$ cat src/hw/rtl/kth_pkg.sv
// Shared types, constants and lookup tables for the katakana to hiragana stream.
`timescale 1ns / 1ps

package kth_pkg;

    // Source position saturates at this count.
    localparam int unsigned MAX_SOURCE_LENGTH = 4096;
    localparam int unsigned POS_W = 13;

    // Code points that steer the conversion.
    localparam logic [15:0] FW_KATA_FIRST   = 16'h30A1;
    localparam logic [15:0] FW_KATA_LAST    = 16'h30F6;
    localparam logic [15:0] KATA_SHIFT      = 16'h0060;
    localparam logic [15:0] FW_LONG_MARK    = 16'h30FC;
    localparam logic [15:0] HW_LONG_MARK    = 16'hFF70;
    localparam logic [15:0] HW_KATA_FIRST   = 16'hFF66;
    localparam logic [15:0] HW_KATA_LAST    = 16'hFF9D;
    localparam logic [15:0] HW_VOICED_MARK  = 16'hFF9E;
    localparam logic [15:0] HW_SEMI_MARK    = 16'hFF9F;
    localparam logic [15:0] LONG_PREV_FIRST = 16'h3041;
    localparam logic [15:0] LONG_PREV_LAST  = 16'h3094;
    localparam logic [15:0] VOICED_FIRST    = 16'h3046;
    localparam logic [15:0] VOICED_LAST     = 16'h307B;
    localparam logic [15:0] SEMI_FIRST      = 16'h306F;
    localparam logic [15:0] SEMI_LAST       = 16'h307B;

    localparam logic [15:0] HV_A = 16'h3042;
    localparam logic [15:0] HV_I = 16'h3044;
    localparam logic [15:0] HV_U = 16'h3046;
    localparam logic [15:0] HV_L = 16'h30FC;

    // Half-width katakana, indexed by unit - 0xFF66.
    localparam logic [15:0] HALF_WIDTH_TAB [56] = '{
        16'h3092,
        16'h3041, 16'h3043, 16'h3045, 16'h3047, 16'h3049,
        16'h3083, 16'h3085, 16'h3087,
        16'h3063, 16'h30FC,
        16'h3042, 16'h3044, 16'h3046, 16'h3048, 16'h304A,
        16'h304B, 16'h304D, 16'h304F, 16'h3051, 16'h3053,
        16'h3055, 16'h3057, 16'h3059, 16'h305B, 16'h305D,
        16'h305F, 16'h3061, 16'h3064, 16'h3066, 16'h3068,
        16'h306A, 16'h306B, 16'h306C, 16'h306D, 16'h306E,
        16'h306F, 16'h3072, 16'h3075, 16'h3078, 16'h307B,
        16'h307E, 16'h307F, 16'h3080, 16'h3081, 16'h3082,
        16'h3084, 16'h3086, 16'h3088,
        16'h3089, 16'h308A, 16'h308B, 16'h308C, 16'h308D,
        16'h308F, 16'h3093
    };

    // Voiced forms, indexed by previous - 0x3046.
    localparam logic [15:0] VOICED_TAB [54] = '{
        16'h3094, 16'h3047, 16'h3048, 16'h3049, 16'h304A,
        16'h304C, 16'h304C, 16'h304E, 16'h304E, 16'h3050, 16'h3050, 16'h3052,
        16'h3052, 16'h3054, 16'h3054,
        16'h3056, 16'h3056, 16'h3058, 16'h3058, 16'h305A, 16'h305A, 16'h305C,
        16'h305C, 16'h305E, 16'h305E,
        16'h3060, 16'h3060, 16'h3062, 16'h3062,
        16'h3063, 16'h3065, 16'h3065,
        16'h3067, 16'h3067, 16'h3069, 16'h3069,
        16'h306A, 16'h306B, 16'h306C, 16'h306D, 16'h306E,
        16'h3070, 16'h3070, 16'h3071, 16'h3073, 16'h3073, 16'h3074,
        16'h3076, 16'h3076, 16'h3077, 16'h3079, 16'h3079, 16'h307A,
        16'h307C
    };

    // Half-voiced forms, indexed by previous - 0x306F.
    localparam logic [15:0] SEMI_VOICED_TAB [13] = '{
        16'h3071, 16'h3070, 16'h3071, 16'h3074, 16'h3073, 16'h3074,
        16'h3077, 16'h3076, 16'h3077, 16'h307A, 16'h3079, 16'h307A,
        16'h307D
    };

    // Vowel that a long vowel mark stands for, indexed by previous - 0x3041.
    localparam logic [15:0] LONG_VOWEL_TAB [84] = '{
        HV_L, HV_A, HV_L, HV_I, HV_L, HV_U, HV_L, HV_I, HV_L, HV_U,
        HV_A, HV_A, HV_I, HV_I, HV_U, HV_U, HV_I, HV_I, HV_U, HV_U,
        HV_A, HV_A, HV_I, HV_I, HV_U, HV_U, HV_I, HV_I, HV_U, HV_U,
        HV_A, HV_A, HV_I, HV_I, HV_L, HV_U, HV_U, HV_I, HV_I, HV_U, HV_U,
        HV_A, HV_I, HV_U, HV_I, HV_U,
        HV_A, HV_A, HV_A, HV_I, HV_I, HV_I, HV_U, HV_U, HV_U,
        HV_I, HV_I, HV_I, HV_U, HV_U, HV_U,
        HV_A, HV_I, HV_U, HV_I, HV_U,
        HV_A, HV_A, HV_U, HV_U, HV_U, HV_U,
        HV_A, HV_I, HV_U, HV_I, HV_U,
        HV_L, HV_A, HV_I, HV_I, HV_L,
        HV_L, HV_L
    };

    // One input item.
    typedef struct packed {
        logic [15:0] code_unit;
        logic        last_unit;
    } kth_in_t;

    // One result item.
    typedef struct packed {
        logic [15:0]      out_char;
        logic             replace_previous;
        logic [POS_W-1:0] source_end;
        logic             end_of_string;
    } kth_out_t;

    // Conversion of one unit against the previous converted character.
    typedef struct packed {
        logic [15:0] conv_char;
        logic        replace;
    } kth_conv_t;

endpackage

$ cat src/hw/rtl/katakana_to_hiragana_stream.sv
// Top level of the katakana to hiragana stream converter.
`timescale 1ns / 1ps

// Usage:
// The unit channel (unit_valid, unit_stall, unit_item) takes one UTF-16 code
// unit per item with a flag that marks the last unit of a string. The result
// channel (result_valid, result_stall, result_item) returns exactly one item
// per unit: the converted character, a flag that says it overwrites the
// previous output, the source end position and the end of string flag.
// An accepted unit lands in the input register and its result is loaded into
// the result register when that register is empty or being taken, which
// raises result_valid. One unit per cycle is sustained while the result
// side does not stall, bounded by the loop through the previous-character
// register, which is updated as each unit converts.
// A stall on the result side holds the result register; the input register
// then keeps its unit and unit_stall rises until the result is taken.
// Reset empties both registers and clears the previous character and the
// position count. Both also clear after a unit marked last.

module katakana_to_hiragana_stream (
    input  logic              clk,
    input  logic              rst_n,
    input  logic              unit_valid,
    output logic              unit_stall,
    input  kth_pkg::kth_in_t  unit_item,
    output logic              result_valid,
    input  logic              result_stall,
    output kth_pkg::kth_out_t result_item
);

    logic              in_valid_reg;
    logic              in_valid_next;
    kth_pkg::kth_in_t  in_item_reg;
    logic              out_valid_reg;
    logic              out_valid_next;
    kth_pkg::kth_out_t out_item_reg;
    kth_pkg::kth_out_t conv_result;
    logic              out_ready;
    logic              advance;
    logic              in_accept;

    // Handshake between the two register stages.
    assign out_ready  = !out_valid_reg || !result_stall;
    assign advance    = in_valid_reg && out_ready;
    assign unit_stall = in_valid_reg && !out_ready;
    assign in_accept  = unit_valid && !unit_stall;

    assign in_valid_next  = in_accept ? 1'b1 : (advance ? 1'b0 : in_valid_reg);
    assign out_valid_next = advance ? 1'b1 : (result_stall ? out_valid_reg : 1'b0);

    kth_context u_context (
        .clk     (clk),
        .rst_n   (rst_n),
        .advance (advance),
        .item    (in_item_reg),
        .result  (conv_result)
    );

    // Valid flags of both stages.
    always_ff @(posedge clk or negedge rst_n)
    begin
        if (!rst_n)
        begin
            in_valid_reg  <= 1'b0;
            out_valid_reg <= 1'b0;
        end
        else
        begin
            in_valid_reg  <= in_valid_next;
            out_valid_reg <= out_valid_next;
        end
    end

    // Payload registers.
    always_ff @(posedge clk)
    begin
        if (in_accept)
        begin
            in_item_reg <= unit_item;
        end
        if (advance)
        begin
            out_item_reg <= conv_result;
        end
    end

    assign result_valid = out_valid_reg;
    assign result_item  = out_item_reg;

endmodule

$ cat src/hw/rtl/kth_convert.sv
// Combinational conversion of one code unit given the previous converted character.
`timescale 1ns / 1ps

module kth_convert (
    input  logic [15:0]        code_unit,
    input  logic [15:0]        prev_char,
    output kth_pkg::kth_conv_t conv
);

    logic [15:0] hw_off;
    logic [15:0] long_off;
    logic [15:0] voiced_off;
    logic [15:0] semi_off;
    logic        prev_in_long;
    logic        prev_in_voiced;
    logic        prev_in_semi;

    // Table offsets and range checks on the previous character.
    assign hw_off     = code_unit - kth_pkg::HW_KATA_FIRST;
    assign long_off   = prev_char - kth_pkg::LONG_PREV_FIRST;
    assign voiced_off = prev_char - kth_pkg::VOICED_FIRST;
    assign semi_off   = prev_char - kth_pkg::SEMI_FIRST;

    assign prev_in_long   = (prev_char >= kth_pkg::LONG_PREV_FIRST)
                          && (prev_char <= kth_pkg::LONG_PREV_LAST);
    assign prev_in_voiced = (prev_char >= kth_pkg::VOICED_FIRST)
                          && (prev_char <= kth_pkg::VOICED_LAST);
    assign prev_in_semi   = (prev_char >= kth_pkg::SEMI_FIRST)
                          && (prev_char <= kth_pkg::SEMI_LAST);

    // The long vowel check comes before the half-width range, which contains its half-width form.
    always_comb
    begin
        conv.conv_char = code_unit;
        conv.replace   = 1'b0;
        priority if ((code_unit >= kth_pkg::FW_KATA_FIRST)
                     && (code_unit <= kth_pkg::FW_KATA_LAST))
        begin
            conv.conv_char = code_unit - kth_pkg::KATA_SHIFT;
        end
        else if ((code_unit == kth_pkg::FW_LONG_MARK)
                 || (code_unit == kth_pkg::HW_LONG_MARK))
        begin
            if (prev_in_long)
            begin
                conv.conv_char = kth_pkg::LONG_VOWEL_TAB[long_off[6:0]];
            end
        end
        else if ((code_unit >= kth_pkg::HW_KATA_FIRST)
                 && (code_unit <= kth_pkg::HW_KATA_LAST))
        begin
            conv.conv_char = kth_pkg::HALF_WIDTH_TAB[hw_off[5:0]];
        end
        else if (code_unit == kth_pkg::HW_VOICED_MARK)
        begin
            if (prev_in_voiced)
            begin
                conv.conv_char = kth_pkg::VOICED_TAB[voiced_off[5:0]];
                conv.replace   = 1'b1;
            end
        end
        else if (code_unit == kth_pkg::HW_SEMI_MARK)
        begin
            if (prev_in_semi)
            begin
                conv.conv_char = kth_pkg::SEMI_VOICED_TAB[semi_off[3:0]];
                conv.replace   = 1'b1;
            end
        end
        else
        begin
            conv.conv_char = code_unit;
        end
    end

endmodule

$ cat src/hw/rtl/kth_context.sv
// String context: previous converted character and source position, plus the result for one item.
`timescale 1ns / 1ps

module kth_context (
    input  logic              clk,
    input  logic              rst_n,
    input  logic              advance,
    input  kth_pkg::kth_in_t  item,
    output kth_pkg::kth_out_t result
);

    logic [15:0]               prev_reg;
    logic [15:0]               prev_next;
    logic [kth_pkg::POS_W-1:0] count_reg;
    logic [kth_pkg::POS_W-1:0] count_next;
    logic [kth_pkg::POS_W-1:0] count_sat;
    kth_pkg::kth_conv_t        conv;

    kth_convert u_convert (
        .code_unit (item.code_unit),
        .prev_char (prev_reg),
        .conv      (conv)
    );

    // Position count including this item, held at the maximum.
    localparam logic [kth_pkg::POS_W-1:0] MAX_POS = kth_pkg::POS_W'(kth_pkg::MAX_SOURCE_LENGTH);

    assign count_sat = (count_reg < MAX_POS) ? count_reg + 1'b1 : MAX_POS;

    // The context clears after the last unit of a string.
    assign prev_next  = item.last_unit ? 16'h0000 : conv.conv_char;
    assign count_next = item.last_unit ? '0 : count_sat;

    // Result item for the unit in the input register.
    assign result.out_char         = conv.conv_char;
    assign result.replace_previous = conv.replace;
    assign result.source_end       = count_sat;
    assign result.end_of_string    = item.last_unit;

    always_ff @(posedge clk or negedge rst_n)
    begin
        if (!rst_n)
        begin
            prev_reg  <= 16'h0000;
            count_reg <= '0;
        end
        else if (advance)
        begin
            prev_reg  <= prev_next;
            count_reg <= count_next;
        end
    end

endmodule

$ cat config.mk
export PLATFORM = sky130hd
export DESIGN_NAME = katakana_to_hiragana_stream
export DESIGN_NICKNAME = d
export VERILOG_FILES = /design/src/hw/rtl/kth_pkg.sv /design/src/hw/rtl/katakana_to_hiragana_stream.sv /design/src/hw/rtl/kth_convert.sv /design/src/hw/rtl/kth_context.sv
export SDC_FILE = /design/constraint.sdc
export NUM_CORES = 1
export LEC_CHECK = 0
export BUFFER_PORTS_ARGS = -buffer_cell sky130_fd_sc_hd__clkbuf_2
export CORE_ASPECT_RATIO = 1.25
export CORE_MARGIN = 2
export CORE_UTILIZATION = 40
export CTS_CLUSTER_DIAMETER = 120
export DETAILED_ROUTE_END_ITERATION = 12
export GPL_TIMING_DRIVEN = 1
export HOLD_SLACK_MARGIN = 0.02
export PLACE_DENSITY = 0.64
export SYNTH_ARGS = -nofsm -noshare
export SYNTH_HDL_FRONTEND = slang
export SYNTH_SLANG_ARGS = --single-unit
export TNS_END_PERCENT = 50
$ cat constraint.sdc
create_clock -name clk -period 4.2 [get_ports clk]
set_input_delay 0 -clock clk [delete_from_list [all_inputs] [get_ports clk]]
set_output_delay 0 -clock clk [all_outputs]
set_load 0.03 [all_outputs]
==> impl_results.md <==
* # clock sinks at 79
* Slew Limit Fails at 0
* Synth cell types at 75
* Total core area at 14350 sq um
* Maximum vdd ir drop at 0.3092 mV
* Detailed Place HPWL at 12130 um
* Final nets at 768
* Final core utilization at 0.4777
* Critical path's slowest cell: ha_1
* Routed wire length at 16610 um
* # IOs at 54
* Final setup violation count at 0
* Fillers at 1352
* Initial core utilization at 0.4080
* Die Span Y at 139.2 um
* Layout cells sized above 1 at 0.1530
* Port Buffers at 53
* Postcts setup bufs at 0
* Synthesized flop and latch total at 79
* Hold buffer count at cts at 21
* Max incr delay on CP at 0.54 ns
* Critical path, cell by cell: clkinv_1 -> ha_1 -> xnor2_1 -> buf_4 -> inv_1 -> nand2_1 -> a21oi_1 -> a21oi_1 -> or3b_2 -> a41oi_1 -> nor2_1
* Post-Place Cell Area at 6335 sq um
* Crit-path max FO at 14
* Setup TNS at 0 ns
* Detailed Routing Iterations Pass 1 at 6
* Floorplan row count at 49
* Post-Synthesis Cells at 651
* Seq/Total Area, Yosys at 0.3788
* Max reg flops at 31
* Vias/cell at 6.130
* Max_slew headroom at 0.4260
* Vias post-DR at 5499
* Unrepaired setup endpoints after global routing: no
* Global-route wire length before repair at 27120 um
* CTS clk-pin slew, worst paths at 0.07 ns
* Worst Max-Slew Pin Slew at 0.8580 ns
* Synthesized net count at 705
* Worst EP required at 4.27 ns
* CP Launch Type: flop
* Gpl congestion at 0.9726
* Worst Path Class, Setup: flop to flop
* Die area at 15620 sq um
* Cell area after synthesis at 5853 sq um
* Hold Fails Final Rpt at 0
* Clock Skew at 0.01069 ns
* Tcrit/Tclk final at 0.7840
* Synth top area cells: edfxtp_1 (25%), dfrtp_1 (13%), ha_1 (7.1%)
* Vias in the first global route at 5237
* Drt wl/cell at 18.52 um
* Main synth FF type: edfxtp_1
* CP top delay family: buffers and inverters
* Worst path bufs/invs at 3
* Largest net degree at the start of global routing at 33
* Status: finished, final reports clean
* Share of the synthesized area in the top cell type at 0.2463
* Final Cell Area at 6853 sq um
* Total GRT Usage at 0.2094
* Syn_area_per_cell at 8.991 sq um
* CTS Buf Count at 9
* Initial antenna violation count at 0
* Arrival @ worst endpoint at 3.37 ns
* Iter 0 DRT Violations at 492
* FMAX at 303.7 MHz
* Die X-Extent at 112.2 um
* H-Tree Depth at 3
* Max-Cap Viols at 0
* Pwr dens at 390.1 nW/um^2
* Lkg Pwr at 0.002695 uW
* Drt drc at 0
* CTS resizes at 0
* Min Tclk post-route at 3.293 ns
* Total gr overflow at 0
* Min-Delay Path Class: input pin to asynchronous set/reset pin
* Worst-Skew Late Latency at 0.34 ns
* Total power at 2673 uW
* Root Buffer: clkbuf_16
* Syn. warnings at 0
* Share of flip-flops with an asynchronous set or reset at 0.3924
* Critical Path End Type: flop
* Antenna-violating nets left at 0
* Post-synth EDFFs at 48
* Most frequent cell on the critical path: a21oi_1
* # diodes at 0
* CTS tree: done
* Cell taking the most area after synthesis: edfxtp_1
* Clock buffer depth at 2
* Area Growth Syn to Fin at 17.08%
==> layout make-up <==
cell class | instances | area, sq um | share of cell area
sequential | 79 | 2217 | 0.3235
clock inverter | 6 | 68.82 | 0.01004
timing repair buffer | 97 | 648.1 | 0.09458
tap | 178 | 222.7 | 0.03250
inverter | 29 | 108.9 | 0.01588
clock buffer | 10 | 239.0 | 0.03487
multi-input combinational | 498 | 3348 | 0.4886
==> synth_stat cells, drive strengths merged, types with 4 or more instances <==
| cell type | n |
|---|---|
| a211oi | 7 |
| a21oi | 38 |
| a22o | 17 |
| a22oi | 5 |
| a311oi | 7 |
| a31oi | 16 |
| a32o | 8 |
| and2 | 11 |
| and3 | 5 |
| and4 | 4 |
| buf | 6 |
| clkbuf | 39 |
| clkinv | 4 |
| dfrtp | 31 |
| edfxtp | 48 |
| ha | 33 |
| inv | 25 |
| nand2 | 51 |
| nand2b | 9 |
| nand3 | 16 |
| nand4 | 18 |
| nor2 | 59 |
| nor2b | 4 |
| nor3 | 13 |
| nor3b | 4 |
| nor4 | 10 |
| o2111ai | 6 |
| o211ai | 11 |
| o21ai | 38 |
| o221ai | 4 |
| o31ai | 6 |
| o41ai | 4 |
| or2 | 5 |
| or3 | 6 |
| or4 | 5 |
| xnor2 | 22 |
| xor2 | 7 |
==> worst register-to-register path, delay by kind of cell (launching register included) <==
| family | cells | cell delay (ns) |
|---|---|---|
| xor gates and xnor gates | 1 | 0.22 |
| adders and majority gates | 1 | 0.54 |
| AOI/OAI and AO/OA | 3 | 0.59 |
| buffers and inverters | 3 | 0.68 |
| and+or+nand+nor | 3 | 0.63 |
| DFF | 1 | 0.35 |
==> stage by stage <==
stage,setup WS [ns],cells,hold slack (ns)
final,0.9072,897,0.2811
after global placement,1.022,860,0.1318
after floorplan,1.252,651,-0.2956
after CTS,0.9211,897,0.3067
after detailed placement,0.9625,860,0.1381
after global routing,0.6512,897,0.3541
==> per-layer routing <==
metal / track usage / routed length, um / vias up
met5: 0 / 0 / -
met2: 0.3551 / 8194 / 210
met3: 0.03223 / 849 / 36
met1: 0.2693 / 7055 / 2653
met4: 0.07959 / 510 / 0
li1: - / - / 2600
==> cells in the final DEF, fill, tap and decap left out, types with 10 or more instances in the layout <==
master and n:
ha_1 33, edfxtp_1 48, dfrtp_1 31, nand2_1 51
a31oi_1 16, nor3_1 13, xnor2_1 22, inv_1 25
a22o_1 17, buf_4 23, dlygate4sd3_1 21, nand4_1 18
a21oi_1 38, and2_1 10, nor2_1 59, o211ai_1 11
nand3_1 16, o21ai_0 38, clkbuf_2 53
==> path summary, 6_finish.rpt <==
check | from | to | slack (ns) | depth (start not counted)
setup / recovery | u_context.prev_reg[1]$_DFFE_PN0P_ | result_item[17]$_DFFE_PP_ | 0.91 | 11
hold / removal | rst_n | u_context.count_reg[9]$_DFFE_PN0P_ | 0.28 | 2
setup reg to reg | u_context.prev_reg[1]$_DFFE_PN0P_ | result_item[17]$_DFFE_PP_ | 0.91 | 11
hold reg to reg | u_context.prev_reg[9]$_DFFE_PN0P_ | u_context.prev_reg[9]$_DFFE_PN0P_ | 0.49 | 1
max in group asynchronous | rst_n | u_context.prev_reg[7]$_DFFE_PN0P_ | 3.39 | 2
min in group clk | unit_item[4] | in_item_reg[4]$_DFFE_PP_ | 0.38 | 2
==> cell families after synthesis <==
group / after synthesis / synth area share
buffers and inverters: 74 / 0.04917
XOR/XNOR: 29 / 0.04339
flip-flops: 79 / 0.3788
AO/OA/AOI/OAI: 205 / 0.2501
multiplexers: 5 / 0.01112
AND/OR/NAND/NOR: 225 / 0.1952
adder cells (fa/ha/maj): 34 / 0.07225
==> report_power, final <==
group | switching [uW] | internal [uW]
registers | 73.6 | 899
logic | 569 | 334
clock network | 317 | 480
No activity file was read; power rests on OpenSTA's default activity.
